## src/design/ssa_pkg.sv

```systemverilog
`timescale 1ns / 1ps
`default_nettype none
// ----------------------------------------------------------------------------
// ssa_pkg
// Shared types and constants of the separation steering accumulator.
// ----------------------------------------------------------------------------
package ssa_pkg;

    localparam int POS_W       = 32;
    localparam int DIFF_W      = 33;
    localparam int MAG_W       = 32;
    localparam int LIM_W       = 31;
    localparam int S_W         = 66;
    localparam int ROOT_W      = 33;
    localparam int QUEUE_DEPTH = 2;
    localparam int CFG_IDX_W   = 1;

    // Iteration counts of the back-end units
    localparam int SQ_STEPS    = 4;
    localparam int SQRT_STEPS  = 33;
    localparam int QDIV_STEPS  = 31;
    localparam int PROD_STEPS  = 4;
    localparam int CDIV_STEPS  = 31;

    // Register indexes of the configuration port
    localparam logic [CFG_IDX_W-1:0] CFG_DECAY   = 1'b0;
    localparam logic [CFG_IDX_W-1:0] CFG_MAX_ACC = 1'b1;

    // Classified item: begin flag, or neighbour offset agent - neighbour
    typedef struct packed {
        logic                          is_begin;
        logic [2:0][DIFF_W-1:0]        diff;
    } job_t;

    typedef struct packed {
        logic valid;
        job_t job;
    } job_slot_t;

endpackage

`default_nettype wire

```

## src/design/ssa_queue.sv

```systemverilog
`timescale 1ns / 1ps
`default_nettype none
// ----------------------------------------------------------------------------
// ssa_queue
// Short FIFO of classified items between the front and back ends.
// ----------------------------------------------------------------------------
module ssa_queue (
    input  wire logic                clk,
    input  wire logic                rst_n,
    input  wire ssa_pkg::job_slot_t  push,
    output logic                     full,
    output ssa_pkg::job_slot_t       head,
    input  wire logic                pop
);

    localparam int DEPTH = ssa_pkg::QUEUE_DEPTH;
    localparam int PTR_W = $clog2(DEPTH);
    localparam int CNT_W = $clog2(DEPTH + 1);

    ssa_pkg::job_t     entry_reg [DEPTH];
    logic [PTR_W-1:0]  wr_ptr_reg;
    logic [PTR_W-1:0]  rd_ptr_reg;
    logic [CNT_W-1:0]  count_reg;
    logic [CNT_W-1:0]  count_next;
    logic              do_push;
    logic              do_pop;

    assign full       = (count_reg == CNT_W'(DEPTH));
    assign head.valid = (count_reg != '0);
    assign head.job   = entry_reg[rd_ptr_reg];
    assign do_push    = push.valid && !full;
    assign do_pop     = pop && head.valid;

    always_comb
    begin
        count_next = count_reg;
        if (do_push && !do_pop)
        begin
            count_next = count_reg + 1'b1;
        end
        else if (do_pop && !do_push)
        begin
            count_next = count_reg - 1'b1;
        end
    end

    // Pointers and fill level
    always_ff @(posedge clk or negedge rst_n)
    begin
        if (!rst_n)
        begin
            wr_ptr_reg <= '0;
            rd_ptr_reg <= '0;
            count_reg  <= '0;
        end
        else
        begin
            if (do_push)
            begin
                wr_ptr_reg <= wr_ptr_reg + 1'b1;
            end
            if (do_pop)
            begin
                rd_ptr_reg <= rd_ptr_reg + 1'b1;
            end
            count_reg <= count_next;
        end
    end

    // Entry storage
    always_ff @(posedge clk)
    begin
        if (do_push)
        begin
            entry_reg[wr_ptr_reg] <= push.job;
        end
    end

endmodule

`default_nettype wire

```

## config.mk

```make
export PLATFORM = sky130hd
export DESIGN_NAME = ssa_queue
export DESIGN_NICKNAME = d
export VERILOG_FILES = /design/src/design/ssa_pkg.sv /design/src/design/ssa_queue.sv
export SDC_FILE = /design/constraint.sdc
export NUM_CORES = 1
export LEC_CHECK = 0
export ABC_CLOCK_PERIOD_IN_PS = 5400
export BUFFER_PORTS_ARGS = -buffer_cell sky130_fd_sc_hd__buf_2
export CORE_MARGIN = 1.5
export CORE_UTILIZATION = 30
export CTS_BUF_LIST = sky130_fd_sc_hd__clkbuf_8 sky130_fd_sc_hd__clkbuf_16
export DETAILED_ROUTE_END_ITERATION = 6
export PLACE_DENSITY = 0.49
export SLEW_MARGIN = 10
export SYNTH_ARGS = -nofsm -noshare
export SYNTH_HDL_FRONTEND = slang
export SYNTH_SLANG_ARGS = --single-unit
```

## constraint.sdc

```tcl
create_clock -name clk -period 5.4 [get_ports clk]
set_clock_uncertainty 0.2 [all_clocks]
set_input_delay 0 -clock clk [delete_from_list [all_inputs] [get_ports clk]]
set_output_delay 0 -clock clk [all_outputs]
set_load 0.03 [all_outputs]
```

==> results.sh <==
export IMPL_status="complete, no violations"
export IMPL_rows=59
export IMPL_setup_tns_ns=0
export IMPL_tightest_slew_ns=0.9661
export IMPL_maxCapViolCount=0
export IMPL_syn_num_nets=435
export IMPL_cp_start_kind="register"
export IMPL_synth_area_top_cells="edfxtp_1 (76%), mux2_4 (17%), buf_12 (2.3%)"
export IMPL_synth_top_area_share_pct=76.37
export IMPL_hold_depth=2
export IMPL_place_inst=863
export IMPL_netlist_instances=330
export IMPL_cts_buffer_depth=3
export IMPL_antenna_cells=0
export IMPL_yosys_most_used_dff="edfxtp_1"
export IMPL_fin_cells=1017
export IMPL_period_minus_slack_ns=2.845
export IMPL_grt_busiest_layer="met2"
export IMPL_synth_cell_types=16
export IMPL_design_area_um2=11060
export IMPL_met1_usage_pct=12.94
export IMPL_slew_headroom_pct=35.59
export IMPL_cts_made_buffers=24
export IMPL_crit_arrival_ns=2.65
export IMPL_core_region_area_um2=25910
export IMPL_worst_path_max_fanout=52
export IMPL_routed_wl_mm=15.08
export IMPL_hold_buffers=114
export IMPL_fin_crit_sh_pct=52.69
export IMPL_netlist_area_um2=7864
export IMPL_ys_top_cells_by_count="edfxtp_1 (200), mux2_4 (90), mux2_2 (10)"
export IMPL_worst_r2r_path_depth=3
export IMPL_utilization_pct=42.67
export IMPL_initial_core_util_pct=30.35
export IMPL_grt_overflow_total=0
export IMPL_drc=0
export IMPL_grt_max_degree=54
export IMPL_peakVddDrop_v=0.0004196
export IMPL_ios=206
export IMPL_post_dp_cell_area_um2=9171
export IMPL_die_y_um=164.9
export IMPL_ant_nets=0
export IMPL_area_growth_pct=40.59
export IMPL_hold_viol_final=0
export IMPL_drive_above_1_share_pct=50.29
export IMPL_chipWidth_um=164.9
export IMPL_cts_htree_levels=1
export IMPL_postCtsSetupBuffers=0
export IMPL_dieArea_um2=27190
export IMPL_ctsRootBufferMaster="clkbuf_16"
export IMPL_gr_usage_all_layers_pct=10.69
export IMPL_drt_iter0_drc=178
export IMPL_synthMostInstantiatedCell="edfxtp_1"
export IMPL_min_path_type="input pin to register"
export IMPL_port_buffers=205
export IMPL_p_leak_nw=4.414
export IMPL_ys_ff_latch=204
export IMPL_synth_warnings=0
export IMPL_cts_sinks=204
export IMPL_clkTransAtPathRegs_ns=0.05
export IMPL_power_density_nw_per_um2=548.7
export IMPL_critPathCaptureType="output pin"
export IMPL_post_drt_via_cell_ratio=4.144
export IMPL_use_met2_pct=18.70
export IMPL_syn_area_per_cell_um2=23.83
export IMPL_hpwl_mm=9.373
export IMPL_antenna_found_initial=0
export IMPL_critPathLaunch="rd_ptr_reg"
export IMPL_ys_seq_area_share_pct=77.65
export IMPL_met3_usage_pct=2.788
export IMPL_grt_pass1_vias=4441
export IMPL_fin_nets=773
export IMPL_worstSetupPathType="register to output pin"
export IMPL_place_congestion=0.6808
export IMPL_slew_viol_final=0
export IMPL_rsz0062_at_grt="false"
export IMPL_drt_first_pass_iters=6
export IMPL_vias=4214
export IMPL_max_freq_mhz=351.4
export IMPL_cts_resized=0
export IMPL_ys_async_sr_fraction_pct=1.961
export IMPL_setup_viol=0
export IMPL_worstPathRequired_ns=5.20
export IMPL_largest_reg_flops=200
export IMPL_cts_tree="yes"
export IMPL_wl_per_cell_um=14.83
export IMPL_grt_pass1_wl_mm=22.43
export IMPL_synth_top_cell_by_area="edfxtp_1"
export IMPL_synth_edf_count=200
export IMPL_insertion_delay_ns=0.50
export IMPL_min_from="push[44]"
export IMPL_reg2reg_from="count_reg[0]"
-- cell type report --
cell class	instances	area [um2]
inverter	2	7.507
fill	2331	14860
clock buffer	25	625.6
sequential	204	6110
clock inverter	15	117.6
multi-input combinational	113	1567
timing repair buffer	323	2210
tap	335	419.2
-- logic make-up after synthesis --
group	share of synthesized area [%]
mux	18.62
buf+inv	2.593
xor+xnor	0.5570
simple gates	0.4298
flops	77.65
fa+ha+maj	0.1591
-- worst max-delay path: stages, from the launching register on --
cell and delay [ns]:
dfrtp_4 1.03, buf_12 0.44, mux2_2 0.38, buf_2 0.18
-- power by group --
part           leakage [nW]  internal, mW  switching (mW)
clock                 0.368         0.921           0.573
sequential             1.90          2.17           0.187
combinational          2.14         0.909            1.31
-- per-layer routing --
metal / vias to the layer above / wire, um
met1: 2081 / 6227
met5: - / 0
met2: 139 / 7522
met4: 0 / 203
met3: 20 / 1127
li1: 1974 / -
-- layout by cell type (no fill, tap or decap), types with 3 or more instances in the layout --
cell type / synthesis / final
buf_2: 1 / 205
edfxtp_1: 200 / 200
dlygate4sd3_1: 0 / 114
mux2_4: 90 / 90
clkbuf_16: 0 / 25
mux2_2: 10 / 10
clkinv_1: 0 / 7
inv_1: 2 / 5
xnor2_1: 3 / 3
dfrtp_1: 4 / 3
buf_4: 0 / 3
-- path summary, 6_finish.rpt --
kind | slack, ns | to
min | 0.02 | entry_reg[0][44]
min in group asynchronous | 0.22 | count_reg[1]
max | 2.55 | head[78]
max in group asynchronous | 4.58 | rd_ptr_reg
min reg2reg | 0.29 | count_reg[1]
max reg2reg | 2.82 | entry_reg[1][0]
-- stage by stage --
step	hold WS [ns]	power, mW	worst slack (ns)
floorplan	-0.4956	4.152	1.538
global placement	-0.3905	4.560	2.802
detailed placement	-0.3856	4.590	2.754
CTS	0.000005274	6.185	2.486
global route	0.01189	6.361	2.422
finish	0.02248	6.067	2.555
Note: power is estimated with default switching activity, not from simulation.
