===== src/design/ssa_pkg.sv =====
`timescale 1ns / 1ps
`default_nettype none
// ----------------------------------------------------------------------------
// ssa_pkg
// Shared types and constants of the separation steering accumulator.
// ----------------------------------------------------------------------------
package ssa_pkg;

    localparam int POS_W       = 32;
    localparam int DIFF_W      = 33;
    localparam int MAG_W       = 32;
    localparam int LIM_W       = 31;
    localparam int S_W         = 66;
    localparam int ROOT_W      = 33;
    localparam int QUEUE_DEPTH = 2;
    localparam int CFG_IDX_W   = 1;

    // Iteration counts of the back-end units
    localparam int SQ_STEPS    = 4;
    localparam int SQRT_STEPS  = 33;
    localparam int QDIV_STEPS  = 31;
    localparam int PROD_STEPS  = 4;
    localparam int CDIV_STEPS  = 31;

    // Register indexes of the configuration port
    localparam logic [CFG_IDX_W-1:0] CFG_DECAY   = 1'b0;
    localparam logic [CFG_IDX_W-1:0] CFG_MAX_ACC = 1'b1;

    // Classified item: begin flag, or neighbour offset agent - neighbour
    typedef struct packed {
        logic                          is_begin;
        logic [2:0][DIFF_W-1:0]        diff;
    } job_t;

    typedef struct packed {
        logic valid;
        job_t job;
    } job_slot_t;

endpackage

`default_nettype wire


===== src/design/ssa_ifs.sv =====
`timescale 1ns / 1ps
`default_nettype none
// ----------------------------------------------------------------------------
// ssa_ifs
// Valid/ready channels: input items, results and configuration writes.
// ----------------------------------------------------------------------------
interface ssa_item_if;
    logic               valid;
    logic               ready;
    logic               command;
    logic signed [31:0] pos_x;
    logic signed [31:0] pos_y;
    logic signed [31:0] pos_z;

    modport source (output valid, command, pos_x, pos_y, pos_z, input ready);
    modport sink   (input valid, command, pos_x, pos_y, pos_z, output ready);
endinterface


`default_nettype wire


===== src/design/ssa_front.sv =====
`timescale 1ns / 1ps
`default_nettype none
// ----------------------------------------------------------------------------
// ssa_front
// Accepts items, keeps the agent position and forms neighbour offsets.
// ----------------------------------------------------------------------------
module ssa_front (
    input  wire logic                clk,
    input  wire logic                rst_n,
    ssa_item_if.sink                 items,
    input  wire logic                q_full,
    output ssa_pkg::job_slot_t       push
);

    logic signed [ssa_pkg::POS_W-1:0] agent_reg [3];
    logic signed [ssa_pkg::POS_W-1:0] pos      [3];
    logic                             accept;

    assign pos[0] = items.pos_x;
    assign pos[1] = items.pos_y;
    assign pos[2] = items.pos_z;

    assign items.ready = !q_full;
    assign accept      = items.valid && !q_full;

    // Classify and form the offset with the current agent position
    always_comb
    begin
        push.valid        = accept;
        push.job.is_begin = !items.command;
        for (int i = 0; i < 3; i++)
        begin
            push.job.diff[i] = {agent_reg[i][31], agent_reg[i]} - {pos[i][31], pos[i]};
        end
    end

    // Agent position, loaded by a begin transaction
    always_ff @(posedge clk or negedge rst_n)
    begin
        if (!rst_n)
        begin
            for (int i = 0; i < 3; i++)
            begin
                agent_reg[i] <= '0;
            end
        end
        else if (accept && !items.command)
        begin
            for (int i = 0; i < 3; i++)
            begin
                agent_reg[i] <= pos[i];
            end
        end
    end

endmodule

`default_nettype wire


===== src/flat_wrapper.sv =====
// flat-port wrapper written by rule: the top's interface ports become plain ports
module ssa_front_flat 
  (clk, rst_n, q_full, push, items_valid, items_command, items_pos_x, items_pos_y, items_pos_z, items_ready);
  ssa_item_if items_i ();
  input  wire logic clk;
  input  wire logic rst_n;
  input  wire logic q_full;
  output ssa_pkg::job_slot_t push;
  input wire logic [$bits(items_i.valid)-1:0] items_valid;
  input wire logic [$bits(items_i.command)-1:0] items_command;
  input wire logic [$bits(items_i.pos_x)-1:0] items_pos_x;
  input wire logic [$bits(items_i.pos_y)-1:0] items_pos_y;
  input wire logic [$bits(items_i.pos_z)-1:0] items_pos_z;
  output wire logic [$bits(items_i.ready)-1:0] items_ready;
  assign items_i.valid = items_valid;
  assign items_i.command = items_command;
  assign items_i.pos_x = items_pos_x;
  assign items_i.pos_y = items_pos_y;
  assign items_i.pos_z = items_pos_z;
  assign items_ready = items_i.ready;
  ssa_front u_core (.clk(clk), .rst_n(rst_n), .items(items_i), .q_full(q_full), .push(push));
endmodule

===== config.mk =====
export PLATFORM = sky130hd
export DESIGN_NAME = ssa_front_flat
export DESIGN_NICKNAME = d
export VERILOG_FILES = /design/src/design/ssa_pkg.sv /design/src/design/ssa_ifs.sv /design/src/design/ssa_front.sv /design/src/flat_wrapper.sv
export SDC_FILE = /design/constraint.sdc
export NUM_CORES = 1
export LEC_CHECK = 0
export ABC_AREA = 1
export BUFFER_PORTS_ARGS = -buffer_cell sky130_fd_sc_hd__buf_2
export CELL_PAD_IN_SITES_DETAIL_PLACEMENT = 1
export CELL_PAD_IN_SITES_GLOBAL_PLACEMENT = 2
export CORE_MARGIN = 1
export CORE_UTILIZATION = 31
export CTS_BUF_LIST = sky130_fd_sc_hd__clkbuf_16
export DETAILED_ROUTE_END_ITERATION = 10
export GPL_TIMING_DRIVEN = 1
export PLACE_DENSITY_LB_ADDON = 0.1
export REMOVE_ABC_BUFFERS = 1
export SLEW_MARGIN = 40
export SYNTH_ARGS = -nofsm -noshare
export SYNTH_HDL_FRONTEND = slang
export SYNTH_SLANG_ARGS = --single-unit

===== constraint.sdc =====
create_clock -name clk -period 4.45 [get_ports clk]
set_clock_uncertainty 0.05 [all_clocks]
set_input_delay 0.2225 -clock clk [delete_from_list [all_inputs] [get_ports clk]]
set_output_delay 0.2225 -clock clk [all_outputs]
set_load 0.02 [all_outputs]

==> results.cfg <==
[worst_setup_path]
crit_required_ns = 4.18
critPathCaptureType = primary output
cp_max_fo = 3
critPathLaunchType = register
cp.arrival_ns = 2.53
worstSetupPathType = register to primary output

[die]
dieHeight_um = 191
dieArea_um2 = 36500
core_area_um2 = 34900
die_width_um = 191
pin_count = 203
fp-row-count = 68
start_util = 0.317

[sta]
hold_violations = 0
slew_violations = 0
fin_crit_sh = 0.629
fin_crit_ns = 2.80
rsz0062_at_grt = no
max_freq_ghz = 0.357
worstMarginPinSlew_ns = 0.736
setup_tns_ns = 0
setup_violations = 0
relSlewSlack = 0.510

[synth]
ys_warn_count = 0
ys_ff_latch = 96
yosys.area.top_type = nand2_1
synth_area_um2 = 11100
async_flop_share = 1.00
yosys_most_used_dff = dfrtp_1
ys_top_cells_by_area = nand2_1, dfrtp_1, inv_1
avgSynthCellArea_um2 = 5.57
syn_inst = 1989
synth_top_area_share = 0.285
synth_edf_count = 0
yosysSeqAreaShare = 0.217
synthDistinctLibCells = 23

[clock_tree]
cts_max_level = 3
cts_max_path_buffers = 2
clock_latency_ns = 0.38
clk_pin_slew_worst_paths_ns = 0.09
cts_made_buffers = 9
cts_setup_buffers = 0
cts_resized = 0
cts_num_sinks = 96
cts_tree = done
cts.root.buffer_cell = clkbuf_16

[global_route]
grt_pass1_vias = 11900
grt_overflow = 0
grtUsageTotal = 0.207
antenna_found_initial = 0
grt_max_degree = 104
grt_pass1_wl_mm = 59.7

[detailed_routing]
routed_wirelength_mm = 36.6
first_pass_iters = 5
drc_errors = 0
ant_nets = 0
drt-wirelength-per-cell_um = 13.9
drtIter0Drc = 421
viasPerCell = 4.47
vias = 11800

[cells_and_area]
drive_gt1_frac = 0.110
seq_area_um2 = 2400
largest_register_ffs = 96
multi_input_area_um2 = 6790
fillers = 4939
fin_cells = 2642
antenna_cells = 0
nets = 2382
area_delta_synth_final_pct = 16.3

[flow_run]
cap_violations = 0

[power]
p_leak_uw = 0.00863
max-vdd-ir-drop_uv = 215
power_density_nw_per_um2 = 386

[placement]
gp_congestion = 0.833
port_buffers = 202
dp_cells = 2625
dp_hpwl_mm = 31.1

[status]
status = finished, final reports clean

[hold_path]
worstHoldPathType = input pin to register
==> report_power, final <==
group	total [uW]	switching, uW	leakage, uW	internal [uW]
combinational	3060	2080	0.00731	987
clock	820	438	0.000131	381
sequential	1090	78.2	0.00119	1010
==> per-stage QoR <==
step / instance area (um^2) / hold slack, ns / total power [uW] / worst slack [ns] / util
2_1_floorplan: 11000 / -0.123 / 3180 / 0.905 / -
3_3_place_gp: 12600 / 0.274 / 4150 / 2.10 / 0.361
3_5_place_dp: 12600 / 0.278 / 4200 / 2.04 / 0.361
4_1_cts: 12900 / 0.0479 / 5050 / 1.60 / 0.369
5_1_grt: 12900 / 0.0666 / 5450 / 1.45 / 0.369
6_report: 12900 / 0.0575 / 4970 / 1.65 / 0.369
==> worst paths after layout <==
check,startpoint,end,slack (ns),cells after the start
max,u_core.agent_reg[32],push[65],1.65,15
min,items_pos_z[30],u_core.agent_reg[30],0.06,3
max reg2reg,u_core.agent_reg[1],u_core.agent_reg[1],3.70,2
min reg2reg,u_core.agent_reg[94],u_core.agent_reg[94],0.44,2
max in group asynchronous,rst_n,u_core.agent_reg[58],2.76,3
min in group asynchronous,rst_n,u_core.agent_reg[71],0.39,2
==> cells in the mapped netlist, drive strengths merged, types with 4 or more instances <==
cell type,n
nand2,857
inv,478
nor2,129
dfrtp,96
ha,96
o21ai,93
nand3,71
a21oi,64
xor2,38
clkbuf,17
nand4,12
xnor2,7
and2,6
buf,6
nor3,6
or2,4
==> cell families after synthesis <==
group | synth area share
AOI/OAI and AO/OA | 0.0750
xor gates and xnor gates | 0.0356
adders and majority gates | 0.114
buffers and inverters | 0.171
DFF | 0.217
and+or+nand+nor | 0.387
==> what timing repair did <==
| action | 4_1_cts | 5_1_grt |
|---|---|---|
| hold endpoints to repair | 47 | 0 |
| hold buffers | 1 | 0 |
| endpoints found under the setup margin | 0 | 0 |
==> critical path, cell delays in order (launching register included) <==
cell	delay (ns)
dfrtp_1	0.34
inv_1	0.05
ha_1	0.24
fa_1	0.42
inv_1	0.12
nand2_1	0.06
nand2_1	0.08
nand3_1	0.09
nand2_2	0.12
nand2_1	0.07
nand2_2	0.12
nand2_1	0.10
nand2_1	0.07
nand2_1	0.05
nand2_1	0.05
buf_2	0.16
==> cell usage in the layout, fill, tap and decap left out, types with 4 or more instances in the layout <==
master     synthesis  routed
a21oi_1           64      64
and2_1             6       6
buf_2              4     201
clkbuf_16          0       9
dfrtp_1           96      96
ha_1              96      96
inv_1            478     479
nand2_1          841     840
nand2_2           16      16
nand3_1           66      66
nand3_2            5       5
nand4_1           12      12
nor2_1           129     129
nor3_1             6       6
o21ai_0           93      93
or2_1              4       4
xnor2_1            7       7
xor2_1            38      38
==> layout make-up <==
cell class / instances / area share
multi-input cells: 1392 / 0.527
clock inverters: 7 / 0.00379
flip-flops and latches: 96 / 0.186
repair buffers: 205 / 0.0816
inverters: 478 / 0.139
clock buffers: 9 / 0.0175
well taps: 455 / 0.0442
==> per-layer routing <==
metal / share of wire / global-route usage / wire [um]
met3: 0.029 / 0.0224 / 1060
met4: 0.014 / 0.0557 / 526
met1: 0.51 / 0.287 / 18700
met2: 0.45 / 0.339 / 16300
met5: 0 / 0 / 0
(Power assumes the default switching activity.)
