<file path="config.mk">
export PLATFORM = sky130hd
export DESIGN_NAME = ssa_back_flat
export DESIGN_NICKNAME = d
export VERILOG_FILES = /design/src/design/ssa_pkg.sv /design/src/design/ssa_ifs.sv /design/src/design/ssa_back.sv /design/src/flat_wrapper.sv
export SDC_FILE = /design/constraint.sdc
export NUM_CORES = 2
export LEC_CHECK = 0
export BUFFER_PORTS_ARGS = -buffer_cell sky130_fd_sc_hd__buf_4
export CORE_MARGIN = 10
export CORE_UTILIZATION = 50
export CTS_CLUSTER_DIAMETER = 60
export CTS_CLUSTER_SIZE = 16
export DETAILED_ROUTE_END_ITERATION = 10
export MAX_ROUTING_LAYER = met4
export PLACE_DENSITY = 0.66
export SYNTH_ARGS = -nofsm -noshare
export SYNTH_HDL_FRONTEND = slang
export SYNTH_SLANG_ARGS = --single-unit
</file>
<file path="constraint.sdc">
create_clock -name clk -period 27.9 [get_ports clk]
set_input_delay 1.395 -clock clk [delete_from_list [all_inputs] [get_ports clk]]
set_output_delay 1.395 -clock clk [all_outputs]
set_load 0.01 [all_outputs]
</file>
<file path="src/design/ssa_pkg.sv">
`timescale 1ns / 1ps
`default_nettype none
// ----------------------------------------------------------------------------
// ssa_pkg
// Shared types and constants of the separation steering accumulator.
// ----------------------------------------------------------------------------
package ssa_pkg;

    localparam int POS_W       = 32;
    localparam int DIFF_W      = 33;
    localparam int MAG_W       = 32;
    localparam int LIM_W       = 31;
    localparam int S_W         = 66;
    localparam int ROOT_W      = 33;
    localparam int QUEUE_DEPTH = 2;
    localparam int CFG_IDX_W   = 1;

    // Iteration counts of the back-end units
    localparam int SQ_STEPS    = 4;
    localparam int SQRT_STEPS  = 33;
    localparam int QDIV_STEPS  = 31;
    localparam int PROD_STEPS  = 4;
    localparam int CDIV_STEPS  = 31;

    // Register indexes of the configuration port
    localparam logic [CFG_IDX_W-1:0] CFG_DECAY   = 1'b0;
    localparam logic [CFG_IDX_W-1:0] CFG_MAX_ACC = 1'b1;

    // Classified item: begin flag, or neighbour offset agent - neighbour
    typedef struct packed {
        logic                          is_begin;
        logic [2:0][DIFF_W-1:0]        diff;
    } job_t;

    typedef struct packed {
        logic valid;
        job_t job;
    } job_slot_t;

endpackage

`default_nettype wire

</file>
<file path="src/design/ssa_ifs.sv">
`timescale 1ns / 1ps
`default_nettype none


interface ssa_result_if;
    logic               valid;
    logic               ready;
    logic signed [31:0] accel_x;
    logic signed [31:0] accel_y;
    logic signed [31:0] accel_z;
    logic               zero_distance;
    logic               saturated;

    modport source (output valid, accel_x, accel_y, accel_z, zero_distance, saturated,
                    input ready);
    modport sink   (input valid, accel_x, accel_y, accel_z, zero_distance, saturated,
                    output ready);
endinterface


`default_nettype wire

</file>
<file path="src/design/ssa_back.sv">
`timescale 1ns / 1ps
`default_nettype none
// ----------------------------------------------------------------------------
// ssa_back
// Sequencer: squared length, square root, strength division, component
// division and saturating accumulation, with a registered result.
// ----------------------------------------------------------------------------
module ssa_back #(
    parameter int FRAC_BITS = 16
) (
    input  wire logic                         clk,
    input  wire logic                         rst_n,
    input  wire ssa_pkg::job_slot_t           head,
    output logic                              pop,
    input  wire logic [31:0]                  decay,
    input  wire logic [ssa_pkg::LIM_W-1:0]    max_acc,
    ssa_result_if.source                      results
);

    localparam int NUM_W   = 32 + 2 * FRAC_BITS;
    localparam int NUMHI_W = NUM_W - ssa_pkg::QDIV_STEPS;
    localparam int S_W     = ssa_pkg::S_W;
    localparam int LIM_W   = ssa_pkg::LIM_W;
    localparam int ROOT_W  = ssa_pkg::ROOT_W;
    localparam int MAG_W   = ssa_pkg::MAG_W;
    localparam int SQR_W   = 36;

    localparam logic [2:0] ST_IDLE = 3'd0;
    localparam logic [2:0] ST_SQ   = 3'd1;
    localparam logic [2:0] ST_SQRT = 3'd2;
    localparam logic [2:0] ST_QDIV = 3'd3;
    localparam logic [2:0] ST_PROD = 3'd4;
    localparam logic [2:0] ST_CDIV = 3'd5;
    localparam logic [2:0] ST_DONE = 3'd6;

    logic [2:0]               state_reg;
    logic [2:0]               state_next;
    logic [5:0]               cnt_reg;
    logic [5:0]               cnt_next;

    logic                     begin_reg;
    logic                     zero_reg;
    logic                     neg_reg   [3];
    logic [MAG_W-1:0]         mag_reg   [3];
    logic [S_W-1:0]           s_reg;
    logic [63:0]              prod_reg;
    logic [S_W-1:0]           sq_src_reg;
    logic [SQR_W-1:0]         sq_rem_reg;
    logic [ROOT_W-1:0]        root_reg;
    logic                     ovf_reg;
    logic [S_W-1:0]           qrem_reg;
    logic [LIM_W-1:0]         qlo_reg;
    logic [LIM_W-1:0]         strength_reg;
    logic [ROOT_W-1:0]        lane_rem_reg [3];
    logic [LIM_W-1:0]         lane_lo_reg  [3];
    logic signed [31:0]       acc_reg   [3];
    logic                     out_valid_reg;
    logic                     out_zero_reg;
    logic                     out_sat_reg;

    logic [MAG_W-1:0]         mag_sel;
    logic [MAG_W-1:0]         mul_b;
    logic [63:0]              mul_p;
    logic [S_W-1:0]           s_sum;
    logic [NUM_W-1:0]         num;
    logic [NUMHI_W-1:0]       num_hi;
    logic [SQR_W-1:0]         sq_sh;
    logic [SQR_W-1:0]         sq_trial;
    logic                     sq_ge;
    logic [S_W:0]             q_sh;
    logic                     q_ge;
    logic [S_W:0]             q_diff;
    logic [LIM_W-1:0]         q_final;
    logic [ROOT_W:0]          lane_sh   [3];
    logic                     lane_ge   [3];
    logic [ROOT_W:0]          lane_diff [3];
    logic [32:0]              add_val   [3];
    logic [32:0]              sum_ext   [3];
    logic                     sat_any;
    logic                     load_out;

    assign pop      = (state_reg == ST_IDLE) && head.valid;
    assign load_out = (state_reg == ST_DONE) && (!out_valid_reg || results.ready);

    // Shared 32x32 multiplier
    assign mag_sel = (cnt_reg < 6'(3)) ? mag_reg[cnt_reg[1:0]] : '0;
    assign mul_b   = (state_reg == ST_SQ) ? mag_sel : {1'b0, strength_reg};
    assign mul_p   = mag_sel * mul_b;
    assign s_sum   = s_reg + {2'b00, prod_reg};

    // Strength numerator decay * 2^(2F); top part for the overflow test
    assign num    = {decay, {(2 * FRAC_BITS){1'b0}}};
    assign num_hi = num[NUM_W-1:ssa_pkg::QDIV_STEPS];

    // Square root step, two radicand bits a cycle
    assign sq_sh    = {sq_rem_reg[SQR_W-3:0], sq_src_reg[S_W-1:S_W-2]};
    assign sq_trial = SQR_W'({root_reg, 2'b01});
    assign sq_ge    = (sq_sh >= sq_trial);

    // Strength division step
    assign q_sh    = {qrem_reg, qlo_reg[LIM_W-1]};
    assign q_ge    = (q_sh >= {1'b0, s_reg});
    assign q_diff  = q_sh - {1'b0, s_reg};
    assign q_final = {qlo_reg[LIM_W-2:0], q_ge};

    // Component division lanes and saturating sums
    always_comb
    begin
        sat_any = 1'b0;
        for (int l = 0; l < 3; l++)
        begin
            lane_sh[l]   = {lane_rem_reg[l], lane_lo_reg[l][LIM_W-1]};
            lane_ge[l]   = (lane_sh[l] >= {1'b0, root_reg});
            lane_diff[l] = lane_sh[l] - {1'b0, root_reg};
            add_val[l]   = neg_reg[l] ? (~{2'b00, lane_lo_reg[l]} + 33'd1)
                                      : {2'b00, lane_lo_reg[l]};
            sum_ext[l]   = {acc_reg[l][31], acc_reg[l]} + add_val[l];
            if (sum_ext[l][32] != sum_ext[l][31])
            begin
                sat_any = 1'b1;
            end
        end
    end

    // Sequencer
    always_comb
    begin
        state_next = state_reg;
        cnt_next   = cnt_reg + 1'b1;
        case (state_reg)
            ST_IDLE:
            begin
                cnt_next = '0;
                if (head.valid)
                begin
                    state_next = head.job.is_begin ? ST_DONE : ST_SQ;
                end
            end
            ST_SQ:
            begin
                if (cnt_reg == 6'(ssa_pkg::SQ_STEPS - 1))
                begin
                    cnt_next   = '0;
                    state_next = (s_sum == '0) ? ST_DONE : ST_SQRT;
                end
            end
            ST_SQRT:
            begin
                if (cnt_reg == 6'(ssa_pkg::SQRT_STEPS - 1))
                begin
                    cnt_next   = '0;
                    state_next = ovf_reg ? ST_PROD : ST_QDIV;
                end
            end
            ST_QDIV:
            begin
                if (cnt_reg == 6'(ssa_pkg::QDIV_STEPS - 1))
                begin
                    cnt_next   = '0;
                    state_next = ST_PROD;
                end
            end
            ST_PROD:
            begin
                if (cnt_reg == 6'(ssa_pkg::PROD_STEPS - 1))
                begin
                    cnt_next   = '0;
                    state_next = ST_CDIV;
                end
            end
            ST_CDIV:
            begin
                if (cnt_reg == 6'(ssa_pkg::CDIV_STEPS - 1))
                begin
                    cnt_next   = '0;
                    state_next = ST_DONE;
                end
            end
            ST_DONE:
            begin
                cnt_next = '0;
                if (load_out)
                begin
                    state_next = ST_IDLE;
                end
            end
            default:
            begin
                cnt_next   = '0;
                state_next = ST_IDLE;
            end
        endcase
    end

    // Control state, sum and result register
    always_ff @(posedge clk or negedge rst_n)
    begin
        if (!rst_n)
        begin
            state_reg     <= ST_IDLE;
            cnt_reg       <= '0;
            out_valid_reg <= 1'b0;
            out_zero_reg  <= 1'b0;
            out_sat_reg   <= 1'b0;
            for (int i = 0; i < 3; i++)
            begin
                acc_reg[i] <= '0;
            end
        end
        else
        begin
            state_reg <= state_next;
            cnt_reg   <= cnt_next;
            if (load_out)
            begin
                out_valid_reg <= 1'b1;
                out_zero_reg  <= zero_reg && !begin_reg;
                out_sat_reg   <= sat_any && !begin_reg && !zero_reg;
                for (int i = 0; i < 3; i++)
                begin
                    if (begin_reg)
                    begin
                        acc_reg[i] <= '0;
                    end
                    else if (!zero_reg)
                    begin
                        if (sum_ext[i][32:31] == 2'b01)
                        begin
                            acc_reg[i] <= 32'sh7FFF_FFFF;
                        end
                        else if (sum_ext[i][32:31] == 2'b10)
                        begin
                            acc_reg[i] <= 32'sh8000_0000;
                        end
                        else
                        begin
                            acc_reg[i] <= sum_ext[i][31:0];
                        end
                    end
                end
            end
            else if (results.ready)
            begin
                out_valid_reg <= 1'b0;
            end
        end
    end

    // Datapath registers
    always_ff @(posedge clk)
    begin
        case (state_reg)
            ST_IDLE:
            begin
                begin_reg <= head.job.is_begin;
                zero_reg  <= 1'b0;
                s_reg     <= '0;
                for (int i = 0; i < 3; i++)
                begin
                    neg_reg[i] <= head.job.diff[i][ssa_pkg::DIFF_W-1];
                    mag_reg[i] <= head.job.diff[i][ssa_pkg::DIFF_W-1]
                                  ? MAG_W'(~head.job.diff[i] + 1'b1)
                                  : head.job.diff[i][MAG_W-1:0];
                end
            end
            ST_SQ:
            begin
                prod_reg <= mul_p;
                if (cnt_reg != '0)
                begin
                    s_reg <= s_sum;
                end
                if (cnt_reg == 6'(ssa_pkg::SQ_STEPS - 1))
                begin
                    zero_reg   <= (s_sum == '0);
                    sq_src_reg <= s_sum;
                    sq_rem_reg <= '0;
                    root_reg   <= '0;
                end
            end
            ST_SQRT:
            begin
                sq_src_reg <= {sq_src_reg[S_W-3:0], 2'b00};
                sq_rem_reg <= sq_ge ? (sq_sh - sq_trial) : sq_sh;
                root_reg   <= {root_reg[ROOT_W-2:0], sq_ge};
                if (cnt_reg == '0)
                begin
                    ovf_reg  <= (S_W'(num_hi) >= s_reg);
                    qrem_reg <= S_W'(num_hi);
                    qlo_reg  <= num[LIM_W-1:0];
                end
                if (cnt_reg == 6'(ssa_pkg::SQRT_STEPS - 1))
                begin
                    strength_reg <= max_acc;
                end
            end
            ST_QDIV:
            begin
                qrem_reg <= q_ge ? q_diff[S_W-1:0] : q_sh[S_W-1:0];
                qlo_reg  <= q_final;
                if (cnt_reg == 6'(ssa_pkg::QDIV_STEPS - 1))
                begin
                    strength_reg <= (q_final > max_acc) ? max_acc : q_final;
                end
            end
            ST_PROD:
            begin
                prod_reg <= mul_p;
                for (int l = 0; l < 3; l++)
                begin
                    if (cnt_reg == 6'(l + 1))
                    begin
                        lane_rem_reg[l] <= ROOT_W'(prod_reg[62:LIM_W]);
                        lane_lo_reg[l]  <= prod_reg[LIM_W-1:0];
                    end
                end
            end
            ST_CDIV:
            begin
                for (int l = 0; l < 3; l++)
                begin
                    lane_rem_reg[l] <= lane_ge[l] ? lane_diff[l][ROOT_W-1:0]
                                                  : lane_sh[l][ROOT_W-1:0];
                    lane_lo_reg[l]  <= {lane_lo_reg[l][LIM_W-2:0], lane_ge[l]};
                end
            end
            default:
            begin
            end
        endcase
    end

    assign results.valid         = out_valid_reg;
    assign results.accel_x       = acc_reg[0];
    assign results.accel_y       = acc_reg[1];
    assign results.accel_z       = acc_reg[2];
    assign results.zero_distance = out_zero_reg;
    assign results.saturated     = out_sat_reg;

    // A skipped neighbour never reports saturation
    a_zero_not_sat: assert property (@(posedge clk) disable iff (!rst_n)
        out_valid_reg && out_zero_reg |-> !out_sat_reg)
        else $error("zero_distance and saturated both set");

    // Clamped strength is within the configured limit
    a_strength_lim: assert property (@(posedge clk) disable iff (!rst_n)
        (state_reg == ST_CDIV) |-> (strength_reg <= max_acc))
        else $error("strength above max_acceleration");

    // Component division remainder stays below the root in every lane
    a_lane_rem: assert property (@(posedge clk) disable iff (!rst_n)
        (state_reg == ST_CDIV) |-> (lane_rem_reg[0] < root_reg)
                                   && (lane_rem_reg[1] < root_reg)
                                   && (lane_rem_reg[2] < root_reg))
        else $error("component division remainder out of range");

endmodule

`default_nettype wire

</file>
<file path="src/flat_wrapper.sv">
// flat-port wrapper written by rule: the top's interface ports become plain ports
module ssa_back_flat 
#(
    parameter int FRAC_BITS = 16
)
  (clk, rst_n, head, pop, decay, max_acc, results_valid, results_accel_x, results_accel_y, results_accel_z, results_zero_distance, results_saturated, results_ready);
  ssa_result_if results_i ();
  input  wire logic clk;
  input  wire logic rst_n;
  input  wire ssa_pkg::job_slot_t head;
  output logic pop;
  input  wire logic [31:0] decay;
  input  wire logic [ssa_pkg::LIM_W-1:0] max_acc;
  output wire logic [$bits(results_i.valid)-1:0] results_valid;
  output wire logic [$bits(results_i.accel_x)-1:0] results_accel_x;
  output wire logic [$bits(results_i.accel_y)-1:0] results_accel_y;
  output wire logic [$bits(results_i.accel_z)-1:0] results_accel_z;
  output wire logic [$bits(results_i.zero_distance)-1:0] results_zero_distance;
  output wire logic [$bits(results_i.saturated)-1:0] results_saturated;
  input wire logic [$bits(results_i.ready)-1:0] results_ready;
  assign results_valid = results_i.valid;
  assign results_accel_x = results_i.accel_x;
  assign results_accel_y = results_i.accel_y;
  assign results_accel_z = results_i.accel_z;
  assign results_zero_distance = results_i.zero_distance;
  assign results_saturated = results_i.saturated;
  assign results_i.ready = results_ready;
  ssa_back #(.FRAC_BITS(FRAC_BITS)) u_core (.clk(clk), .rst_n(rst_n), .head(head), .pop(pop), .decay(decay), .max_acc(max_acc), .results(results_i));
endmodule
</file>
==> implementation parameters <==
Parameter                              Value

CTS
  Latest clock arrival within the worst-skew pair    0.73 ns
  CTS tree    done
  Clock Pin Slew Worst Setup and Hold Paths    0.07 ns
  Clock root buffer    sky130_fd_sc_hd__clkbuf_16
  Number of hold-repair buffers added at the cts stage    0
  Post-CTS Setup Repair Bufs    0
  Gates resized, CTS repair    0
  Maximum root-to-sink buffer count    3
  Cts bufs inserted    83
  H-Tree Depth    3
  Total number of clock tree sinks    793

STA
  Post-route setup TNS    0 ns
  Final setup violating endpoints    0
  Maximum clock skew at final layout    0.0439 ns
  Setup repair after global routing missed its margin    no
  Final Max Slew Viols    0
  Measured slew at the worst slew-check pin    1.29 ns
  Final critical-path share of the clock period    44.0%
  Maximum frequency from static timing analysis    0.0814 GHz
  Normalized max-slew margin    13.7%
  Minimum clock period after layout    12.29 ns
  Fin. Hold Viols    0

Worst setup path
  CP max-delay cell    sky130_fd_sc_hd__a211oi_1
  WP data arrival    12.76 ns
  Start point of the critical path    u_core.state_reg[0]$_DFFE_PN0P_
  Worst setup EP type    flop
  Reg-to-Reg End    u_core.prod_reg[60]$_DFFE_PP_
  CP dominant cell by count    sky130_fd_sc_hd__fa_1
  Capture point of the worst path    u_core.prod_reg[60]$_DFFE_PP_
  Worst Path Required    28.37 ns
  Setup CP Type    reg2reg
  Worst path max stage delay    0.66 ns
  Crit path launch type    flop
  Largest driver fanout on the critical path    60
  Logic depth of the worst register-to-register path    35
  Setup slack of the most critical reg-to-reg path    15.61 ns
  Critical register-to-register path startpoint    u_core.state_reg[0]$_DFFE_PN0P_

Routing
  Drt initial violations    6,462
  Detailed-route DRC error count    0
  Average vias per placed instance    5.98
  DR vias    73,900
  Antenna-violating nets left    0
  DR pass1 iterations    7
  Final WL    306,000 um
  Average wire per standard cell    24.8 um

Yosys
  Share of synthesized registers carrying an async set or reset    13.6%
  Post-synth EDFFs    685
  Post-Syn Instances    9,864
  Register bit total from synthesis    793
  Fraction of the yosys area taken by sequential cells    26.3%
  Portion of synthesized cell area occupied by the leading cell type    23.3%
  Most used flip-flop cell after synthesis    sky130_fd_sc_hd__edfxtp_1
  Post-synthesis instance area    0.0884 mm^2
  Top area cells in the synthesized netlist    sky130_fd_sc_hd__edfxtp_1 23%, sky130_fd_sc_hd__fa_1 20%, sky130_fd_sc_hd__ha_1 10%, sky130_fd_sc_hd__nand2_1 5.7%, sky130_fd_sc_hd__inv_1 5.0%
  Total nets after synthesis    11,600
  Yosys Warn Count    0
  Count of distinct cell types in the synthesized netlist    98
  Synthesized area per cell    8.96 um^2
  Biggest area consumer among synthesized cells    sky130_fd_sc_hd__edfxtp_1

Finish
  Area grow syn2layout    8.61%
  Most common cell after layout, fill and taps aside    sky130_fd_sc_hd__nand2_1
  Most frequent cells in the layout    1,333 x sky130_fd_sc_hd__nand2_1, 1,183 x sky130_fd_sc_hd__inv_1, 1,140 x sky130_fd_sc_hd__nor2_1, 904 x sky130_fd_sc_hd__fa_1, 705 x sky130_fd_sc_hd__ha_1
  Nets    11,700
  Fraction of final layout cells with drive strength greater than 1    6.99%
  Max reg flops    99

Job
  Max cap viols    0

Die
  Effective utilization at floorplan    50.3%
  Die extent in y    441 um
  Count of pins on the block boundary    267
  Core area    0.176 mm^2
  Number of placement rows    154
  Die Span X    441 um
  Total die area    0.194 mm^2

Global route
  Total overflow reported by the global router    0
  All-layer global routing usage    32.0%
  Initial antenna violation count    3
  Global-route wire length before repair    460,000 um
  Largest net degree at the start of global routing    199
  Vias in the first global route    74,300

Placement
  Number of port buffers    266
  Routability cong.    1.05
  Placed wire-length estimate after detailed placement    239,000 um

Power and ir drop
  Total power consumption of the routed design    2.55 mW
  Static Leakage    43.3 nW
  Worst-case vdd ir drop    0.0398 mV
  Power Dens Cells    26.5 mW/mm^2

Worst hold path
  Worst min-delay path class    reg2reg

Status
  Status    finished, final reports clean
[critical path: cells and delay by family, from the launching register on]
| family | cells | cell delay (ns) |
|---|---|---|
| xor gates and xnor gates | 1 | 0.08 |
| buffers and inverters | 9 | 2.25 |
| adders and majority gates | 9 | 4.46 |
| and+or+nand+nor | 3 | 0.95 |
| AOI/OAI and AO/OA | 13 | 3.84 |
| DFF | 1 | 0.32 |
[power by group]
part,switching (mW),internal [mW]
sequential,0.00000000000000000502,1.28
combinational,0.0395,0.0347
clock,0.562,0.632
[logic make-up (layout without fill, tap and decap cells)]
family,count (synthesis),count (layout),share of synthesized area [%]
multiplexers,96,96,1.13
AND/OR/NAND/NOR,3271,3271,16.0
flip-flops,793,793,26.3
XOR/XNOR,556,556,5.51
AO/OA/AOI/OAI,1930,1930,13.7
other,0,4,0
adder cells (fa/ha/maj),1609,1609,30.4
buffers and inverters,1609,1751,6.89
[through the flow]
| step | instance area [um^2] | instances | hold slack (ns) | util (%) | worst slack, ns |
|---|---|---|---|---|---|
| floorplan | 88400 | 9864 | 0.484 | - | 16.09 |
| global placement | 93100 | 12200 | 0.499 | 52.9 | 15.96 |
| detailed placement | 93100 | 12200 | 0.496 | 52.9 | 15.87 |
| CTS | 96000 | 12300 | 0.510 | 54.6 | 15.85 |
| global route | 96000 | 12300 | 0.524 | 54.6 | 15.20 |
| finish | 96000 | 12400 | 0.519 | 54.6 | 15.61 |
[per-layer routing]
layer / track usage, % / wire length (um) / up-vias
met3: 5.25 / 25300 / 922
met4: 21.1 / 25700 / 0
met2: 49.9 / 139000 / 3409
li1: - / - / 33200
met1: 38.4 / 116000 / 36300
met5: - / 0 / -
[cells in the mapped netlist, types with 147 or more instances]
master and count:
sky130_fd_sc_hd__nand2_1 1334, sky130_fd_sc_hd__a21o_1 220, sky130_fd_sc_hd__nor2_1 1150, sky130_fd_sc_hd__xor2_1 147, sky130_fd_sc_hd__ha_1 705, sky130_fd_sc_hd__clkbuf_1 390, sky130_fd_sc_hd__a21oi_1 570, sky130_fd_sc_hd__edfxtp_1 685
sky130_fd_sc_hd__inv_1 1183, sky130_fd_sc_hd__o21ai_0 473, sky130_fd_sc_hd__xnor2_1 409, sky130_fd_sc_hd__fa_1 904
[how the worst min path moves through the flow]
stage | slack [ns] | endpoint | depth (start not counted) | startpoint
2_1_floorplan | 0.48 | u_core.sq_src_reg[35]$_DFFE_PP_ | 2 | u_core.sq_src_reg[33]$_DFFE_PP_
3_3_place_gp | 0.50 | u_core.sq_src_reg[63]$_DFFE_PP_ | 2 | u_core.sq_src_reg[61]$_DFFE_PP_
3_5_place_dp | 0.50 | u_core.sq_src_reg[53]$_DFFE_PP_ | 2 | u_core.sq_src_reg[51]$_DFFE_PP_
4_1_cts | 0.51 | u_core.sq_src_reg[56]$_DFFE_PP_ | 2 | u_core.sq_src_reg[54]$_DFFE_PP_
5_1_grt | 0.52 | u_core.sq_src_reg[63]$_DFFE_PP_ | 2 | u_core.sq_src_reg[61]$_DFFE_PP_
6_report | 0.52 | u_core.sq_src_reg[63]$_DFFE_PP_ | 2 | u_core.sq_src_reg[61]$_DFFE_PP_
[final cells by class]
class / instances / area, um^2
Antenna cell: 4 / 10.0
Clock inverter: 56 / 714
Tap cell: 2340 / 2930
Clock buffer: 96 / 2170
Timing Repair Buffer: 416 / 3140
Sequential cell: 793 / 23300
Multi-Input combinational cell: 7462 / 59300
Fill cell: 15900 / 79900
Inverter: 1183 / 4440
No activity file was read; power rests on OpenSTA's default activity.
